File: config.mk
export PLATFORM = sky130hd
export DESIGN_NAME = vrtm_front
export DESIGN_NICKNAME = d
export VERILOG_FILES = /design/src/hw/rtl/vrtm_pkg.sv /design/src/hw/rtl/vrtm_front.sv
export SDC_FILE = /design/constraint.sdc
export NUM_CORES = 1
export LEC_CHECK = 0
export BUFFER_PORTS_ARGS = -buffer_cell sky130_fd_sc_hd__buf_4
export CORE_MARGIN = 1
export CORE_UTILIZATION = 30
export CTS_CLUSTER_SIZE = 30
export DETAILED_ROUTE_END_ITERATION = 16
export MAX_ROUTING_LAYER = met4
export PLACE_DENSITY_LB_ADDON = 0.15
export SLEW_MARGIN = 30
export SYNTH_ARGS = -nofsm -noshare
export SYNTH_HDL_FRONTEND = slang
export SYNTH_SLANG_ARGS = --single-unit
File: constraint.sdc
create_clock -name clk -period 6.2 [get_ports clk]
set_input_delay 1.86 -clock clk [delete_from_list [all_inputs] [get_ports clk]]
set_output_delay 1.86 -clock clk [all_outputs]
set_load 0.005 [all_outputs]
File: src/hw/rtl/vrtm_pkg.sv
// ----------------------------------------------------------------------------
// vrtm_pkg
// Shared constants, register codes and types of the rectangle transfer core.
// ----------------------------------------------------------------------------
`default_nettype none

package vrtm_pkg;

    localparam int STORE_WIDTH_DEF  = 1024;
    localparam int STORE_HEIGHT_DEF = 512;
    localparam int QUEUE_DEPTH      = 4;

    localparam int PIXEL_W       = 16;
    localparam int RECT_X_W      = 10;
    localparam int RECT_Y_W      = 9;
    localparam int RECT_WIDTH_W  = 11;
    localparam int RECT_HEIGHT_W = 10;
    localparam int CFG_INDEX_W   = 3;
    localparam int CFG_DATA_W    = 11;

    localparam logic [PIXEL_W-1:0] MASK_BIT = 16'h8000;

    typedef enum logic [CFG_INDEX_W-1:0] {
        REG_RECT_X      = 3'd0,
        REG_RECT_Y      = 3'd1,
        REG_RECT_WIDTH  = 3'd2,
        REG_RECT_HEIGHT = 3'd3,
        REG_MASK_CHECK  = 3'd4,
        REG_FORCE_MASK  = 3'd5
    } cfg_reg_t;

    typedef struct packed {
        logic mask_check;
        logic force_mask;
    } wr_mode_t;

endpackage

`default_nettype wire

File: src/hw/rtl/vrtm_front.sv
// ----------------------------------------------------------------------------
// vrtm_front
// Configuration registers, rectangle walk and item intake.
// ----------------------------------------------------------------------------
`default_nettype none

module vrtm_front #(
    parameter int STORE_WIDTH  = vrtm_pkg::STORE_WIDTH_DEF,
    parameter int STORE_HEIGHT = vrtm_pkg::STORE_HEIGHT_DEF
) (
    input  logic                                   clk,
    input  logic                                   rst_n,
    input  logic                                   push,
    output logic                                   full,
    input  logic                                   op,
    input  logic [vrtm_pkg::PIXEL_W-1:0]           pixel_in,
    input  logic                                   cfg_valid,
    output logic                                   cfg_ready,
    input  logic [vrtm_pkg::CFG_INDEX_W-1:0]       cfg_index,
    input  logic [vrtm_pkg::CFG_DATA_W-1:0]        cfg_data,
    input  logic                                   mid_full,
    input  logic                                   clearing,
    output logic                                   item_push,
    output logic [$clog2(STORE_WIDTH)+$clog2(STORE_HEIGHT)-1:0] item_addr,
    output logic                                   item_op,
    output logic [vrtm_pkg::PIXEL_W-1:0]           item_pixel,
    output logic                                   item_last,
    output vrtm_pkg::wr_mode_t                     wr_mode
);

    import vrtm_pkg::*;

    localparam int CW = $clog2(STORE_WIDTH);
    localparam int RW = $clog2(STORE_HEIGHT);
    localparam logic [CW-1:0] COL_MAX = CW'(STORE_WIDTH - 1);
    localparam logic [RW-1:0] ROW_MAX = RW'(STORE_HEIGHT - 1);

    // Remainder of a narrow value by a store dimension of at least 64.
    function automatic logic [15:0] wrap_mod(input logic [15:0] v, input logic [15:0] m);
        logic [15:0] r;
        r = v;
        for (int k = 3; k >= 0; k--)
        begin
            if (r >= (m << k))
            begin
                r = r - (m << k);
            end
        end
        return r;
    endfunction

    logic [RECT_X_W-1:0]      rect_x_reg;
    logic [RECT_Y_W-1:0]      rect_y_reg;
    logic [RECT_WIDTH_W-1:0]  rect_width_reg;
    logic [RECT_HEIGHT_W-1:0] rect_height_reg;
    logic                     mask_check_reg;
    logic                     force_mask_reg;

    logic [RECT_WIDTH_W-1:0]  col_off_reg, col_off_next;
    logic [RECT_HEIGHT_W-1:0] row_off_reg, row_off_next;
    logic [CW-1:0]            col_addr_reg, col_addr_next;
    logic [RW-1:0]            row_addr_reg, row_addr_next;
    logic                     origin_reg, origin_next;

    logic [CW-1:0]            col_base;
    logic [RW-1:0]            row_base;
    logic [CW-1:0]            cur_col;
    logic [RW-1:0]            cur_row;
    logic [RECT_WIDTH_W-1:0]  width_m1;
    logic [RECT_HEIGHT_W-1:0] height_m1;
    logic                     row_end;
    logic                     last;
    logic                     accept;
    logic                     cfg_write;
    logic                     restart;

    assign cfg_ready = 1'b1;
    assign cfg_write = cfg_valid && cfg_ready;
    assign full      = clearing || mid_full;
    assign accept    = push && !full;

    assign col_base = CW'(wrap_mod(16'(rect_x_reg), 16'(STORE_WIDTH)));
    assign row_base = ROW_MAX - RW'(wrap_mod(16'(rect_y_reg), 16'(STORE_HEIGHT)));
    assign cur_col  = origin_reg ? col_base : col_addr_reg;
    assign cur_row  = origin_reg ? row_base : row_addr_reg;

    assign width_m1  = (rect_width_reg == '0) ? '0 : rect_width_reg - 1'b1;
    assign height_m1 = (rect_height_reg == '0) ? '0 : rect_height_reg - 1'b1;
    assign row_end   = (col_off_reg >= width_m1);
    assign last      = row_end && (row_off_reg >= height_m1);

    assign item_push  = accept;
    assign item_addr  = {cur_row, cur_col};
    assign item_op    = op;
    assign item_pixel = pixel_in;
    assign item_last  = last;

    assign wr_mode.mask_check = mask_check_reg;
    assign wr_mode.force_mask = force_mask_reg;

    always_comb
    begin
        restart = 1'b0;
        if (cfg_write)
        begin
            case (cfg_reg_t'(cfg_index))
                REG_RECT_X, REG_RECT_Y, REG_RECT_WIDTH, REG_RECT_HEIGHT: restart = 1'b1;
                default: restart = 1'b0;
            endcase
        end
    end

    always_comb
    begin
        col_off_next  = col_off_reg;
        row_off_next  = row_off_reg;
        col_addr_next = col_addr_reg;
        row_addr_next = row_addr_reg;
        origin_next   = origin_reg;
        if (restart)
        begin
            col_off_next = '0;
            row_off_next = '0;
            origin_next  = 1'b1;
        end
        else if (accept)
        begin
            if (last)
            begin
                col_off_next = '0;
                row_off_next = '0;
                origin_next  = 1'b1;
            end
            else if (row_end)
            begin
                col_off_next  = '0;
                row_off_next  = row_off_reg + 1'b1;
                col_addr_next = col_base;
                row_addr_next = (cur_row == '0) ? ROW_MAX : cur_row - 1'b1;
                origin_next   = 1'b0;
            end
            else
            begin
                col_off_next  = col_off_reg + 1'b1;
                col_addr_next = (cur_col == COL_MAX) ? '0 : cur_col + 1'b1;
                row_addr_next = cur_row;
                origin_next   = 1'b0;
            end
        end
    end

    always_ff @(posedge clk or negedge rst_n)
    begin
        if (!rst_n)
        begin
            rect_x_reg      <= '0;
            rect_y_reg      <= '0;
            rect_width_reg  <= RECT_WIDTH_W'(1);
            rect_height_reg <= RECT_HEIGHT_W'(1);
            mask_check_reg  <= 1'b0;
            force_mask_reg  <= 1'b0;
            col_off_reg     <= '0;
            row_off_reg     <= '0;
            col_addr_reg    <= '0;
            row_addr_reg    <= '0;
            origin_reg      <= 1'b1;
        end
        else
        begin
            col_off_reg  <= col_off_next;
            row_off_reg  <= row_off_next;
            col_addr_reg <= col_addr_next;
            row_addr_reg <= row_addr_next;
            origin_reg   <= origin_next;
            if (cfg_write)
            begin
                case (cfg_reg_t'(cfg_index))
                    REG_RECT_X:      rect_x_reg      <= cfg_data[RECT_X_W-1:0];
                    REG_RECT_Y:      rect_y_reg      <= cfg_data[RECT_Y_W-1:0];
                    REG_RECT_WIDTH:  rect_width_reg  <= cfg_data[RECT_WIDTH_W-1:0];
                    REG_RECT_HEIGHT: rect_height_reg <= cfg_data[RECT_HEIGHT_W-1:0];
                    REG_MASK_CHECK:  mask_check_reg  <= cfg_data[0];
                    REG_FORCE_MASK:  force_mask_reg  <= cfg_data[0];
                    default:         mask_check_reg  <= mask_check_reg;
                endcase
            end
        end
    end

endmodule

`default_nettype wire

==> results of run 1 <==
## routing by layer
metal	track usage, %	part of all wire, %	up-vias	wire [um]
met1	21.1	48	2116	6460
met3	4.01	3.6	18	492
met5	-	0	-	0
met2	25.8	46	79	6300
met4	5.49	2.4	0	320
li1	-	-	2036	-
## cells by family after synthesis
logic type,count (synthesis),share of synthesized area (%)
AO/OA/AOI/OAI,108,12.6
other,1,0.0713
buffers and inverters,57,5.59
flip-flops,83,39.5
XOR/XNOR,28,4.66
adder cells (fa/ha/maj),28,6.66
AND/OR/NAND/NOR,205,19.4
multiplexers,54,11.5
## worst max-delay path: stages, from the launching register on
cell and delay [ns]:
dfrtp_1 0.41, nor2_1 0.21, nand3_1 0.18, or4_1 0.46
nor3_1 0.15, a21oi_1 0.07, ha_1 0.31, and4_4 0.19
nor3b_1 0.13, a2111o_1 0.52, and2_2 0.27, buf_4 0.14
## power breakdown
group | switching [uW] | total [uW] | internal (uW)
sequential | 111 | 762 | 651
clock | 237 | 551 | 313
combinational | 256 | 519 | 263
## area by class of cell
class	count	area share, %
multi-input combinational	424	48.4
sequential	83	34.7
timing repair buffer	49	6.26
tap	225	4.69
clock buffer	10	3.82
clock inverter	6	1.08
inverter	17	1.06
## worst paths after layout
kind                                    start                 end  slack [ns]  depth (start not counted)
setup / recovery           rect_height_reg[2]           item_last        0.95                         11
hold / removal                row_addr_reg[5]     row_addr_reg[5]        0.50                          1
setup reg to reg            rect_width_reg[2]      row_off_reg[5]        2.15                         12
hold reg to reg               row_addr_reg[5]     row_addr_reg[5]        0.50                          1
max in group asynchronous               rst_n       rect_y_reg[8]        3.68                          2
min in group asynchronous               rst_n  rect_height_reg[7]        1.41                          1
## metrics by stage
step	cells	util [%]
2_1_floorplan	564	-
5_1_grt	814	34.8
6_report	814	34.8
3_5_place_dp	798	33.1
4_1_cts	814	34.8
3_3_place_gp	796	33.0
## cell usage in the layout, fill, tap and decap left out, types with 3 or more instances in the layout
| cell | synthesis | layout |
|---|---|---|
| dfstp_2 | 3 | 3 |
| o31ai_1 | 3 | 3 |
| nand4_1 | 13 | 13 |
| o21ai_0 | 27 | 27 |
| nand4b_1 | 3 | 3 |
| dfrtp_1 | 80 | 80 |
| inv_1 | 17 | 17 |
| a21oi_1 | 43 | 43 |
| o21a_1 | 3 | 3 |
| nor4_1 | 3 | 3 |
| buf_4 | 20 | 47 |
| mux2_2 | 50 | 50 |
| or3_1 | 6 | 6 |
| nor3b_1 | 4 | 3 |
| clkbuf_16 | 0 | 9 |
| nand2b_1 | 8 | 8 |
| nand3b_1 | 5 | 5 |
| nand3_1 | 23 | 23 |
| nor3_1 | 16 | 16 |
| nand2_1 | 58 | 58 |
| and3_1 | 10 | 10 |
| xor2_1 | 23 | 23 |
| nor2_1 | 43 | 42 |
| ha_1 | 28 | 28 |
| and2_1 | 3 | 3 |
| xnor2_1 | 5 | 5 |
| mux2i_1 | 4 | 4 |
| a211oi_1 | 5 | 5 |
==> run metrics, run 1 <==
status completed; area leader, netlist dfrtp_1; DPL Wire Length roughly 9900 um; CP Launch Type register; fillers 1748; Final GP Congestion between 0.8 and 0.9; yosys warns 0; multi-input logic area 2910 um^2; PnR worst setup slack 0.952 ns; asr flop ratio synth between 90% and 100%; Die H roughly 130 um; crit path time final roughly 5.2 ns; EDFF count, synth 0; Non-Filler Cell Area, Final 6000 um^2; TritonCTS Buffers 9; diodes inserted 0; #FFs+latches synth 83; drt wl/cell 16.7 um; DR vias 4249; Die X approximately 130 um; crit-path max FO 8; worst slew pin tran 0.953 ns; grt ovf 0; GRT Overall Usage approximately 17%; hold crit path type reg2reg; Worst EP required 4.34 ns; row count 48; Slew Viols, Final 0; max cap viols 0; Area after DPL ~5700 um^2; IO Pins between 70 and 80; clk_lat worst skew 0.35 ns; layout cells sized above 1 21.6%; vias in the first global route 4144; sequential area share after synthesis 39.5%; DRT iter0 DRCs around 230; PwrDens 305 nW/um^2; worst vdd ir 0.145 mV; fmax 191 MHz; DRT antenna net count 0; Final period util a little over four fifths; CP endpoint kind output pin; pin count of the biggest net entering global routing 61; number of port buffers 43; nets 649; CP arrival around 3.4 ns; Mapped Avg Cell Area 9.33 um^2; Max-slew headroom 36.3%; Synth Flop Type dfrtp_1; CTS tree built; Setup Fix Bufs, Post-CTS 0; final-report hold violation count 0; count leader, synth dfrtp_1; clock root cell clkbuf_16; # resized after CTS 0; Pleak 0.00265 uW; clock transition at the registers of the reported paths 0.07 ns; initial core utilization 30.5%; WS Path Type reg2out; DR DRC count 0; Final Skew roughly 0.012 ns; post-synthesis cell area 5260 um^2; Layout Area Growth over Synthesis 14.1%; first-pass iteration count of the detailed router 4; pre-CTS setup slack roughly 1.3 ns; worst hold margin 0.502 ns; first-pass GRT wire length 22400 um; routed vias/inst between 5 and 6; leading post-synthesis cells by cell area dfrtp_1 (38%), mux2_2 (11%), ha_1 (6.7%); final WL 13600 um; Num Clock Sinks between 80 and 90; setup violators final 0; full die area ~18000 um^2; CTS Hold Bufs 0; synth cell count leaders dfrtp_1 (80), nand2_1 (58), mux2_2 (50); top-area cell type share of the netlist area 38.0%; Syn Inst Count roughly 560; CTS HTree Levels 3; syn_nets 629; Synth cell types 58; core area 17200 um^2; worst-case clock buffer depth 2; initial antenna violation count 0; final setup TNS 0 ns; FF/Latch Area 2080 um^2; final total power 1830 uW; RSZ-0062 raised after global routing false
No activity file was read; power rests on OpenSTA's default activity.
==> run 2: changes to the inputs <==
==> constraint.sdc (replaced) <==
create_clock -name clk -period 5.3 [get_ports clk]
set_input_delay 1.59 -clock clk [delete_from_list [all_inputs] [get_ports clk]]
set_output_delay 1.59 -clock clk [all_outputs]
set_load 0.005 [all_outputs]
==> run 2 against run 1 <==
Net effect: count of clock-buffer cells in the layout up 1; highest routed layer unchanged; global-route usage up 0.21 points; largest power group unchanged; largest cell class unchanged; via count down 2.0%; clock skew is 0.0016 ns lower.
==> run metrics, run 2 (synthesized netlist as in run 1, its figures left out) <==
DR vias 4163 (was 4249); max cap viols 0 (unchanged); most frequent cells in the layout dfrtp_1 (80), nand2_1 (58), mux2_2 (50), buf_4 (49) (was dfrtp_1 (80), nand2_1 (58), mux2_2 (50), buf_4 (47), a21oi_1 (43)); diodes inserted 0 (unchanged); part of the power in combinational logic 28.7% (was 28.3%); GRT Overall Usage 16.8% (was 16.6%); sw power 706 uW (was 604 uW); core area 17200 um^2 (unchanged); Setup Fix Bufs, Post-CTS 0 (unchanged); setup violators final 0 (unchanged); vias in the first global route 4154 (was 4144); IO Pins 79 (unchanged); DRT antenna net count 0 (unchanged); crit-path max FO 8 (unchanged); RSZ-0062 raised after global routing false (unchanged); row count 48 (unchanged); worst-case clock buffer depth 2 (unchanged); Worst EP required 3.71 ns (was 4.34 ns); CTS Hold Bufs 0 (unchanged); clock transition at the registers of the reported paths 0.06 ns (was 0.07 ns); CP endpoint kind output pin (unchanged); Final Skew 0.0103 ns (was 0.0119 ns); Num Clock Sinks 83 (unchanged); grt ovf 0 (unchanged); CP Launch Type register (unchanged); worst vdd ir 0.217 mV (was 0.145 mV); status completed (unchanged); initial core utilization 30.5% (unchanged); hold path start row_addr_reg[5] (unchanged); # resized after CTS 0 (unchanged); Die H 134 um (unchanged); final core utilization 34.8% (about the same); routed vias/inst 5.11 (was 5.22); Seq pwr share 40.9% (was 41.6%); number of port buffers 43 (unchanged); Final GP Congestion 0.782 (was 0.807); hold crit path type reg2reg (unchanged); CP arrival 3.45 ns (was 3.39 ns); final WL 13700 um (was 13600 um); WHS Endpoint row_addr_reg[5] (unchanged); PwrDens 359 nW/um^2 (was 305 nW/um^2); DRT iter0 DRCs 230 (was 229); r2r setup slk 1.24 ns (was 2.15 ns); Layout Area Growth over Synthesis 14.0% (was 14.1%); fillers 1784 (was 1748); initial antenna violation count 0 (unchanged); layout cells sized above 1 21.4% (was 21.6%); commonest non-fill, non-tap cell in the layout dfrtp_1 (unchanged); clock share of power 30.4% (was 30.1%); full die area 18100 um^2 (unchanged); WS Path Type reg2out (unchanged); CTS tree built (unchanged); Sw Share 32.8% (was 33.0%); DPL Wire Length 9890 um (was 9870 um); Die X 134 um (unchanged); CTS HTree Levels 3 (unchanged); Max-slew headroom 39.2% (was 36.3%); TritonCTS Buffers 9 (unchanged); pin count of the biggest net entering global routing 62 (was 61); first-pass GRT wire length 22600 um (was 22400 um); WHS Path Cells 1 (unchanged); nets 649 (unchanged); first-pass iteration count of the detailed router 6 (was 4); Final period util 95.1%; drt wl/cell 16.8 um (was 16.7 um); final-report hold violation count 0 (unchanged); clk_lat worst skew 0.35 ns (about the same); fmax approximately 200 MHz; placed cells 798 (unchanged); reg2reg start rect_width_reg[2] (unchanged); internal power 1450 uW (was 1230 uW); Reg2Reg Depth 13 (was 12); clock root cell clkbuf_16 (unchanged); final setup TNS 0 ns (unchanged); crit path time final 5.04 ns; DR DRC count 0 (unchanged); Pleak 0.00265 uW (about the same); worst slew pin tran 0.908 ns (was 0.953 ns); Slew Viols, Final 0 (unchanged); r2r endpoint row_addr_reg[0] (was row_off_reg[5]); Finished Layout Cells 814 (unchanged)
## run 2: worst max-delay path by stage
stage | from | endpoint | slack (ns) | cells past startpoint
after floorplan | rect_width_reg[2] | item_last | 0.42 | 13
after global placement | rect_height_reg[2] | item_last | 0.75 | 11
after detailed placement | rect_height_reg[7] | item_last | 0.70 | 10
after CTS | rect_height_reg[7] | item_last | 0.31 | 10
after global routing | rect_width_reg[2] | item_last | 0.03 | 11
final | rect_height_reg[7] | item_last | 0.26 | 10
## run 2: per-layer routing
metal / routed length [um] / track usage (%) / vias to the layer above
met1: 6550 / 21.5 / 2047
met5: 0 / - / -
met4: 178 / 4.37 / 0
li1: - / - / 2035
met3: 500 / 4.16 / 11
met2: 6470 / 26.5 / 70
## run 2: worst max-delay path: stages, from the launching register on
cell      delay (ns)
dfrtp_1         0.41
nor4_1          0.72
nand3_1         0.19
nor3_1          0.17
a21oi_1         0.07
ha_1            0.29
and4_4          0.20
nor3b_1         0.13
a2111o_1        0.52
and2_2          0.27
buf_4           0.13
## run 2: layout make-up
cell class,count,area (um^2),area share [%]
flip-flops and latches,83,2080,34.7
well taps,225,282,4.69
clock inverters,5,60.1,1.00
repair buffers,49,368,6.13
multi-input cells,424,2900,48.4
clock buffers,11,243,4.05
inverters,17,63.8,1.06
## run 2: through the flow
stage	power, uW	cell area, um^2	hold WS (ns)	setup slack, ns
after floorplan	1300	5260	0.457	0.424
after global placement	1490	5690	0.476	0.753
after detailed placement	1510	5690	0.475	0.695
after CTS	2190	5990	0.496	0.310
after global routing	2310	6000	0.503	0.0283
final	2160	6000	0.494	0.257
## run 2: power by group through the flow
stage / Clock (uW) / Combinational (uW) / Sequential, uW
after CTS: 678 / 627 / 880
after global routing: 702 / 701 / 902
after detailed placement: 0 / 622 / 892
after global placement: 0 / 609 / 884
final: 655 / 619 / 881
after floorplan: 0 / 443 / 853
