<file path="src/hw/rtl/vrtm_pkg.sv">
// ----------------------------------------------------------------------------
// vrtm_pkg
// Shared constants, register codes and types of the rectangle transfer core.
// ----------------------------------------------------------------------------
`default_nettype none

package vrtm_pkg;

    localparam int STORE_WIDTH_DEF  = 1024;
    localparam int STORE_HEIGHT_DEF = 512;
    localparam int QUEUE_DEPTH      = 4;

    localparam int PIXEL_W       = 16;
    localparam int RECT_X_W      = 10;
    localparam int RECT_Y_W      = 9;
    localparam int RECT_WIDTH_W  = 11;
    localparam int RECT_HEIGHT_W = 10;
    localparam int CFG_INDEX_W   = 3;
    localparam int CFG_DATA_W    = 11;

    localparam logic [PIXEL_W-1:0] MASK_BIT = 16'h8000;

    typedef enum logic [CFG_INDEX_W-1:0] {
        REG_RECT_X      = 3'd0,
        REG_RECT_Y      = 3'd1,
        REG_RECT_WIDTH  = 3'd2,
        REG_RECT_HEIGHT = 3'd3,
        REG_MASK_CHECK  = 3'd4,
        REG_FORCE_MASK  = 3'd5
    } cfg_reg_t;

    typedef struct packed {
        logic mask_check;
        logic force_mask;
    } wr_mode_t;

endpackage

`default_nettype wire

</file>
<file path="src/hw/rtl/vrtm_fifo.sv">
// ----------------------------------------------------------------------------
// vrtm_fifo
// Small register queue with first-word fall-through output.
// ----------------------------------------------------------------------------
`default_nettype none

module vrtm_fifo #(
    parameter int WIDTH = 8,
    parameter int DEPTH = vrtm_pkg::QUEUE_DEPTH
) (
    input  logic             clk,
    input  logic             rst_n,
    input  logic             push,
    input  logic [WIDTH-1:0] din,
    output logic             full,
    input  logic             pop,
    output logic [WIDTH-1:0] dout,
    output logic             empty
);

    localparam int PW = $clog2(DEPTH);
    localparam int CNT_W = $clog2(DEPTH + 1);
    localparam logic [PW-1:0] PTR_MAX = PW'(DEPTH - 1);
    localparam logic [CNT_W-1:0] CNT_FULL = CNT_W'(DEPTH);

    logic [WIDTH-1:0] slot_reg [DEPTH];
    logic [PW-1:0]    wr_ptr_reg;
    logic [PW-1:0]    rd_ptr_reg;
    logic [CNT_W-1:0] count_reg;
    logic             do_push;
    logic             do_pop;

    assign full    = (count_reg == CNT_FULL);
    assign empty   = (count_reg == '0);
    assign do_push = push && !full;
    assign do_pop  = pop && !empty;
    assign dout    = slot_reg[rd_ptr_reg];

    always_ff @(posedge clk)
    begin
        if (do_push)
        begin
            slot_reg[wr_ptr_reg] <= din;
        end
    end

    always_ff @(posedge clk or negedge rst_n)
    begin
        if (!rst_n)
        begin
            wr_ptr_reg <= '0;
            rd_ptr_reg <= '0;
            count_reg  <= '0;
        end
        else
        begin
            if (do_push)
            begin
                wr_ptr_reg <= (wr_ptr_reg == PTR_MAX) ? '0 : wr_ptr_reg + 1'b1;
            end
            if (do_pop)
            begin
                rd_ptr_reg <= (rd_ptr_reg == PTR_MAX) ? '0 : rd_ptr_reg + 1'b1;
            end
            if (do_push && !do_pop)
            begin
                count_reg <= count_reg + 1'b1;
            end
            else if (do_pop && !do_push)
            begin
                count_reg <= count_reg - 1'b1;
            end
        end
    end

endmodule

`default_nettype wire

</file>
<file path="config.mk">
export PLATFORM = sky130hd
export DESIGN_NAME = vrtm_fifo
export DESIGN_NICKNAME = d
export VERILOG_FILES = /design/src/hw/rtl/vrtm_pkg.sv /design/src/hw/rtl/vrtm_fifo.sv
export SDC_FILE = /design/constraint.sdc
export NUM_CORES = 1
export LEC_CHECK = 0
export BUFFER_PORTS_ARGS = -buffer_cell sky130_fd_sc_hd__clkbuf_2
export CORE_MARGIN = 3
export CORE_UTILIZATION = 55
export DETAILED_ROUTE_END_ITERATION = 12
export GPL_TIMING_DRIVEN = 0
export PLACE_DENSITY = 0.77
export SKIP_LAST_GASP = 1
export SLEW_MARGIN = 20
export SYNTH_ARGS = -nofsm -noshare
export SYNTH_HDL_FRONTEND = slang
export SYNTH_SLANG_ARGS = --single-unit
</file>
<file path="constraint.sdc">
create_clock -name clk -period 2.2 [get_ports clk]
set_input_delay 0.22 -clock clk [delete_from_list [all_inputs] [get_ports clk]]
set_output_delay 0.22 -clock clk [all_outputs]
set_load 0.05 [all_outputs]
</file>
==> qor.csv, run 1 <==
metric,value,unit
DRT iter0 DRCs,26,
Initial Utilization,58.25,%
fmax,485.9,MHz
clock sink count,39,
Reg2Reg Setup Slack,220,ps
core area,2781,um^2
Hold Path Stages,1,
setup TNS,0,ps
outcome,"complete, no violations",
CP Capture Type,output pin,
Worst path top cell family by delay,buffers and inverters,
"Warnings, synthesis",0,
most frequent cells in the layout,"32 x edfxtp_1, 21 x clkbuf_2, 8 x mux4_2",
max reg flops,32,
fin. max-slew vios,0,
"most common cell after layout, fill and taps aside",edfxtp_1,
Horiz. Die Dim,60.28,um
CTS Buf Count,5,
relative slew slack,64.13,%
Final setup viols,0,
Via density,5.621,
Die ar.,3633,um^2
Hold Path End,slot_reg[0][4],
post-synth cell types,19,
post-synthesis cell count,79,
Tmin final,2058,ps
htree depth,2,
clk slew on worst S/H paths,110,ps
hold path startpoint,din[4],
Pre-antenna DRT Iters,4,
number of global-route vias before repair,842,
RSZ-0062 raised after global routing,false,
Synth Register Bits,39,
Peak VDD IR,1.027,mV
share of layout cells above drive strength 1,49.54,%
post-CTS sizing,0,
Total Power,2.722,mW
DRT antenna net count,0,
DR WL/cell,17.29,um
CTS tree,yes,
Hold Crit Class,input pin to register,
clk_lat worst skew,330,ps
total gr overflow,0,
P&R area growth vs syn,14.75,%
Post-Syn Nets,98,
gr usage total,16.01,%
power per cell area,1464,nW/um^2
Post-DP HPWL,1683,um
Slew @ Worst Pin,538.1,ps
Worst path slowest cell,mux4_2,
critical path required time,1980,ps
Reg-to-Reg End,count_reg[2],
DRC viols,0,
critical path peak fanout,10,
Root Buffer,clkbuf_4,
initial antenna violation count,0,
Tcrit/Tclk final,93.55,%
kind of critical path,register to output pin,
largest net degree at the start of global routing,13,
top-level I/O count,22,
maxcap violations,0,
post-synthesis cell area,1620,um^2
"Avg Cell Area, Syn",20.51,um^2
I/O Buffers,21,
GPL Wtd Cong,0.6457,
num rows,19,
Final nets,127,
global-route wire length before repair,3905,um
sequential-to-total area share from yosys stat,70.12,%
Worst R2R Start,count_reg[2],
crit path cell chain,buf_2 -> mux4_2 -> clkbuf_2,
WP buf/inv,2,
Bufs on Longest Clock Path,2,
crit path launch type,register,
r2r worst-path depth,9,
Final Hold Violating Endpoints,0,
die height,60.28,um
Layout Skew,7.991,ps
Leakage,0.7093,nW
critical path's largest stage delay,560,ps
DR vias,787,
"Arr. time, crit path",1840,ps
Final Util,66.85,%
number of diodes,0,
Routed WL,2420,um
[repair_timing]
item,CTS,global route
buffers inserted,0,0
hold endpoints to repair,7,0
hold buffers,1,0
[worst register-to-register path, stage by stage (launching register included)]
cell	delay, ps
dfrtp_1	450
nor3b_4	180
nor2b_2	130
buf_6	140
ha_4	140
inv_2	30
fa_1	370
xor2_1	150
nor2_1	140
xor2_1	170
[per-stage QoR]
stage | hold slack (ps) | area [um^2] | worst slack, ps | cells
after floorplan | -75.59 | 1645 | 4.441 | 79
after global placement | 65.88 | 1789 | 337.9 | 131
after detailed placement | 69.38 | 1789 | 239.2 | 131
after CTS | 82.63 | 1859 | 109.8 | 140
after global routing | 67.56 | 1859 | 22.38 | 140
final | 96.09 | 1859 | 141.9 | 140
[where the power goes]
group | switching [mW] | leakage (nW) | internal (mW)
sequential | 0.123 | 0.374 | 1.00
clock | 0.215 | 0.0353 | 0.155
combinational | 0.761 | 0.300 | 0.466
total | 1.10 | 0.709 | 1.62
[cell usage after synthesis, drive strengths merged]
master	count	share of area, %
buf	3	1.2
nor2	3	0.69
and2	4	1.9
nor3	1	0.31
nor3b	1	1.2
fa	1	1.2
xor2	2	1.1
ha	6	4.6
edfxtp	32	59
xnor2	1	0.54
inv	3	0.69
dfrtp	7	11
nor2b	1	0.54
mux4	8	11
nand2b	1	0.85
mux2	5	3.9
[cells by family after synthesis]
logic type    after synthesis  synth area share (%)
buf+inv                     6                 1.930
xor+xnor                    3                 1.622
flops                      39                 70.12
mux                        13                 15.06
fa+ha+maj                   7                 5.869
simple gates               11                 5.405
[layer usage]
metal	up-vias	wire, um	global-route usage, %
met5	-	0	0
met4	0	30	6.646
met3	5	112	6.048
met2	19	1236	24.69
met1	401	1041	20.38
li1	362	-	-
[how the worst max path moves through the flow]
stage | to | slack [ps] | from | cells past startpoint
floorplan | count_reg[1] | 4 | count_reg[0] | 7
global placement | count_reg[2] | 340 | count_reg[2] | 9
detailed placement | count_reg[2] | 240 | count_reg[2] | 9
CTS | dout[7] | 110 | rd_ptr_reg[0] | 3
global route | dout[2] | 20 | rd_ptr_reg[0] | 3
finish | dout[4] | 140 | rd_ptr_reg[0] | 3
[cell type report]
class	count	area (um^2)
buffer	3	20.02
clock buffer	7	55.05
clock inverter	1	5.005
fill	194	922.1
inverter	3	11.26
multi-input combinational	34	476.7
sequential	39	1137
tap	31	38.79
timing repair buffer	22	115.1
Note: power is estimated with default switching activity, not from simulation.
==> run 2: changes to the inputs <==
--- a/config.mk
+++ b/config.mk
@@ -5,9 +5,10 @@
 export SDC_FILE = /design/constraint.sdc
 export NUM_CORES = 1
 export LEC_CHECK = 0
+export ABC_AREA = 1
 export BUFFER_PORTS_ARGS = -buffer_cell sky130_fd_sc_hd__clkbuf_2
 export CORE_MARGIN = 3
-export CORE_UTILIZATION = 55
+export CORE_UTILIZATION = 56
 export DETAILED_ROUTE_END_ITERATION = 12
 export GPL_TIMING_DRIVEN = 0
 export PLACE_DENSITY = 0.77
==> run 2 against run 1 <==
  * Flip-flop and latch count unchanged
  * First-iteration DRC count down 23%
  * Register-to-register slack better by 40 ps
  * Wire length up 25%
  * Cell area up 6.5%
  * Clock skew up 1.4 ps
  * Critical path depth up 8
==> qor.csv, run 2 <==
metric,value,unit
Horiz. Die Dim,62.05,um
CTS tree,yes,
power per cell area,1461,nW/um^2
"FFs w/ async S/R, synth",17.95,%
htree depth,2,
post-CTS sizing,0,
num rows,19,
RSZ-0062 raised after global routing,false,
DRC viols,0,
Slew @ Worst Pin,807.8,ps
I/O Buffers,21,
Synth Register Bits,39,
"Arr. time, crit path",2170,ps
Post-Syn Nets,173,
Via density,5.080,
Leakage,0.8957,nW
hold_buf cts,1,
Routed WL,3017,um
"Setup Fix Bufs, Post-CTS",0,
"most common cell after layout, fill and taps aside",nand2_1,
sequential-to-total area share from yosys stat,64.58,%
number of synthesized flops with an enable pin,32,
CTS Buf Count,5,
largest net degree at the start of global routing,13,
critical path peak fanout,7,
filler cell count,203,
number of diodes,0,
setup TNS,0,ps
kind of critical path,register to register,
Layout Skew,9.430,ps
Final setup viols,0,
most frequent cells after synthesis,"38 x nand2_1, 32 x edfxtp_1, 31 x inv_1",
Total Power,2.893,mW
fmax,516.4,MHz
max reg flops,32,
clk slew on worst S/H paths,120,ps
Synth area leader,edfxtp_1,
critical path required time,2430,ps
Final Hold Violating Endpoints,0,
total gr overflow,0,
Pre-antenna DRT Iters,4,
fin. max-slew vios,0,
"Warnings, synthesis",0,
Post-DP HPWL,2130,um
Bufs on Longest Clock Path,2,
"top cells by area, synth","edfxtp_1 55%, dfrtp_1 10%, nand2_1 8.1%",
maxcap violations,0,
Initial Utilization,61.16,%
Die ar.,3850,um^2
post-synth cell types,16,
Yosys top cell area share,54.62,%
clk_lat worst skew,340,ps
Peak VDD IR,0.7932,mV
P&R area growth vs syn,12.59,%
top-level I/O count,22,
DRT iter0 DRCs,20,
Root Buffer,clkbuf_4,
share of layout cells above drive strength 1,19.57,%
core area,2877,um^2
Hold Crit Class,input pin to register,
DRT antenna net count,0,
initial antenna violation count,0,
most frequent cells in the layout,"38 x nand2_1, 32 x edfxtp_1, 31 x inv_1",
number of global-route vias before repair,1089,
DR vias,1148,
die height,62.05,um
crit path launch type,register,
post-synthesis cell area,1759,um^2
GPL Wtd Cong,0.6924,
DR WL/cell,13.35,um
Tcrit/Tclk final,88.02,%
outcome,"complete, no violations",
clock sink count,39,
relative slew slack,45.95,%
most common cell in the synthesized netlist,nand2_1,
"Avg Cell Area, Syn",11.42,um^2
gr usage total,18.27,%
post-synthesis cell count,154,
global-route wire length before repair,4788,um
Final nets,202,
Post-synth top flop,edfxtp_1,
Tmin final,1937,ps
CP Capture Type,register,
run 2: cell count changes in the layout (fill, tap and decap cells not counted), moves of 3 or more:
cell / delta
nor2_1: +3
mux2_2: -3
nand3_1: +7
buf_6: +4
o211ai_1: +15
mux4_2: -8
nand2_1: +38
and2_2: -4
inv_1: +29
run 2: routing by layer:
metal | wire length (um) | vias to the layer above | GRT usage [%]
met3 | 141 | 4 | 6.818
li1 | - | 571 | -
met5 | 0 | - | 0
met4 | 18 | 0 | 7.273
met1 | 1299 | 545 | 21.15
met2 | 1558 | 28 | 30.62
run 2: worst paths after layout:
path / startpoint / to / slack [ps] / cells past startpoint
setup reg to reg: count_reg[0] / count_reg[2] / 260 / 11
hold / removal: din[3] / slot_reg[3][3] / 80 / 1
min in group asynchronous: rst_n / wr_ptr_reg[1] / 250 / 2
hold reg to reg: count_reg[2] / count_reg[2] / 550 / 2
setup / recovery: count_reg[0] / count_reg[2] / 260 / 11
max in group asynchronous: rst_n / rd_ptr_reg[0] / 1790 / 2
run 2: where the power goes:
part	total (mW)	leakage, nW	switching (mW)	internal [mW]
combinational	1.46	0.489	1.04	0.422
clock	0.349	0.0282	0.225	0.123
sequential	1.08	0.378	0.0882	0.993
total	2.89	0.896	1.35	1.54
run 2: logic make-up after synthesis:
family	share of synthesized area (%)
flops	64.58
fa+ha+maj	5.405
simple gates	12.09
xor+xnor	0.4980
buf+inv	10.03
compound gates	7.397
run 2: area by class of cell:
| class | count | area (um^2) | share of cell area, % |
|---|---|---|---|
| clock inverters | 2 | 12.51 | 0.6317 |
| flip-flops and latches | 39 | 1136 | 57.36 |
| clock buffers | 6 | 41.29 | 2.085 |
| well taps | 42 | 52.55 | 2.653 |
| plain buffers | 5 | 56.30 | 2.843 |
| repair buffers | 22 | 115.1 | 5.812 |
| inverters | 32 | 120.1 | 6.064 |
| multi-input cells | 78 | 446.7 | 22.55 |
run 2: worst max-delay path: stages (launching register included):
cell,delay (ps)
dfrtp_1,440
inv_2,60
nand3_1,170
nand2_2,140
inv_1,80
ha_1,170
inv_1,70
fa_1,390
nand2_1,120
nand3_1,80
nand2_1,60
nand2_1,50
run 2: metrics by stage:
stage | hold slack, ps | utilization [%] | instance area (um^2) | worst slack (ps) | cells
floorplan | -75.59 | - | 1759 | 506.9 | 154
global placement | 62.23 | 66.64 | 1917 | 409.9 | 217
detailed placement | 71.64 | 66.64 | 1917 | 307.7 | 217
CTS | 72.84 | 68.86 | 1981 | 297.1 | 226
global route | 55.62 | 68.86 | 1981 | 108.4 | 226
finish | 82.13 | 68.86 | 1981 | 263.5 | 226
==> run 3: changes to the inputs <==
--- a/config.mk
+++ b/config.mk
@@ -8,10 +8,10 @@
 export ABC_AREA = 1
 export BUFFER_PORTS_ARGS = -buffer_cell sky130_fd_sc_hd__clkbuf_2
 export CORE_MARGIN = 3
-export CORE_UTILIZATION = 56
+export CORE_UTILIZATION = 55
 export DETAILED_ROUTE_END_ITERATION = 12
 export GPL_TIMING_DRIVEN = 0
-export PLACE_DENSITY = 0.77
+export PLACE_DENSITY = 0.76
 export SKIP_LAST_GASP = 1
 export SLEW_MARGIN = 20
 export SYNTH_ARGS = -nofsm -noshare
==> run 3 against run 2 <==
  * Worst setup slack improved by 48 ps
  * Flip-flop and latch count unchanged
  * Wire length grew 4.2%
  * Register-to-register slack improved by 80 ps
  * Critical endpoint is now dout[1]
  * Largest power group unchanged
==> qor.csv, run 3 (same netlist as run 2, synthesis figures left out) <==
metric,value,unit
outcome,"complete, no violations",
top-level I/O count,22,
Bufs on Longest Clock Path,2,
Tmin final,1888,ps
"Setup Fix Bufs, Post-CTS",0,
Leakage,0.8947,nW
setup TNS,0,ps
share of layout cells above drive strength 1,20.11,%
die height,62.56,um
GPL Wtd Cong,0.6731,
Post-DP HPWL,2333,um
fin. max-slew vios,0,
I/O Buffers,21,
crit path launch type,register,
DRT iter0 DRCs,38,
Peak VDD IR,0.7046,mV
CP Capture Type,output pin,
number of global-route vias before repair,1230,
core area,2900,um^2
Layout Skew,15.91,ps
power per cell area,1462,nW/um^2
relative slew slack,47.98,%
clock sink count,39,
max reg flops,32,
kind of critical path,register to output pin,
num rows,19,
Tcrit/Tclk final,85.83,%
Pre-antenna DRT Iters,4,
DR vias,1128,
P&R area growth vs syn,12.80,%
DR WL/cell,13.91,um
maxcap violations,0,
Routed WL,3144,um
Final Worst Setup Slack,311.8,ps
fmax,529.6,MHz
Slew @ Worst Pin,777.5,ps
DRT antenna net count,0,
Hold Crit Class,input pin to register,
Final nets,202,
CTS tree,yes,
Total Power,2.901,mW
Final Util,68.42,%
"most common cell after layout, fill and taps aside",nand2_1,
htree depth,2,
number of diodes,0,
DRC viols,0,
Horiz. Die Dim,62.56,um
RSZ-0062 raised after global routing,false,
"Arr. time, crit path",1670,ps
DP Worst Slack,324.0,ps
global-route wire length before repair,5416,um
Initial Utilization,60.66,%
most frequent cells in the layout,"38 x nand2_1, 32 x edfxtp_1, 31 x inv_1",
Root Buffer,clkbuf_4,
critical path required time,1980,ps
Via density,4.991,
initial antenna violation count,0,
critical path peak fanout,10,
Final Hold Violating Endpoints,0,
Final setup viols,0,
CTS Buf Count,5,
Die ar.,3913,um^2
largest net degree at the start of global routing,14,
clk_lat worst skew,350,ps
clk slew on worst S/H paths,120,ps
total gr overflow,0,
gr usage total,17.75,%
run 3: cell count changes in the layout (fill, tap and decap cells not counted), sizes merged:
cell      delta
clkinvlp     +1
clkbuf       -1
run 3: worst max-delay path: stages, from the launching register on:
cell and delay, ps:
dfrtp_1 410, buf_6 150, inv_1 240, o211ai_1 140, nand2_1 90, clkbuf_2 280
run 3: repair_timing:
action,4_1_cts,5_1_grt
hold buffers,1,0
resized for setup,0,0
hold endpoints to repair,7,0
run 3: layout make-up:
cell class,instances,area (um^2)
buffer,5,56.30
tap,42,52.55
clock buffer,5,37.54
sequential,39,1136
fill,224,915.9
multi-input combinational,78,446.7
clock inverter,3,20.02
timing repair buffer,22,115.1
inverter,32,120.1
run 3: metal layers:
layer | part of all wire, % | track usage (%)
met3 | 4.4 | 3.777
met5 | 0 | 0
met2 | 54 | 33.29
met1 | 41 | 19.57
met4 | 0.70 | 6.336
run 3: final timing paths:
check                               from             end  slack, ps  cells past startpoint
max in group asynchronous          rst_n    count_reg[0]       1790                      2
setup reg to reg            count_reg[0]    count_reg[2]        340                     11
min in group asynchronous          rst_n    count_reg[1]        220                      2
setup / recovery           rd_ptr_reg[1]         dout[1]        310                      5
hold / removal                    din[4]  slot_reg[2][4]         90                      1
hold reg to reg             count_reg[2]    count_reg[2]        530                      2
run 3: per-stage QoR:
step                instance area, um^2  instances  hold slack, ps
floorplan                          1759        154          -75.59
detailed placement                 1917        217           77.70
finish                             1984        226           87.07
CTS                                1984        226           78.16
global placement                   1917        217           66.33
global route                       1984        226           72.68
run 3: power breakdown:
part	switching [mW]	total (mW)	internal (mW)
Sequential	0.0907	1.08	0.993
Combinational	1.04	1.46	0.421
Clock	0.234	0.356	0.122
Total	1.37	2.90	1.54
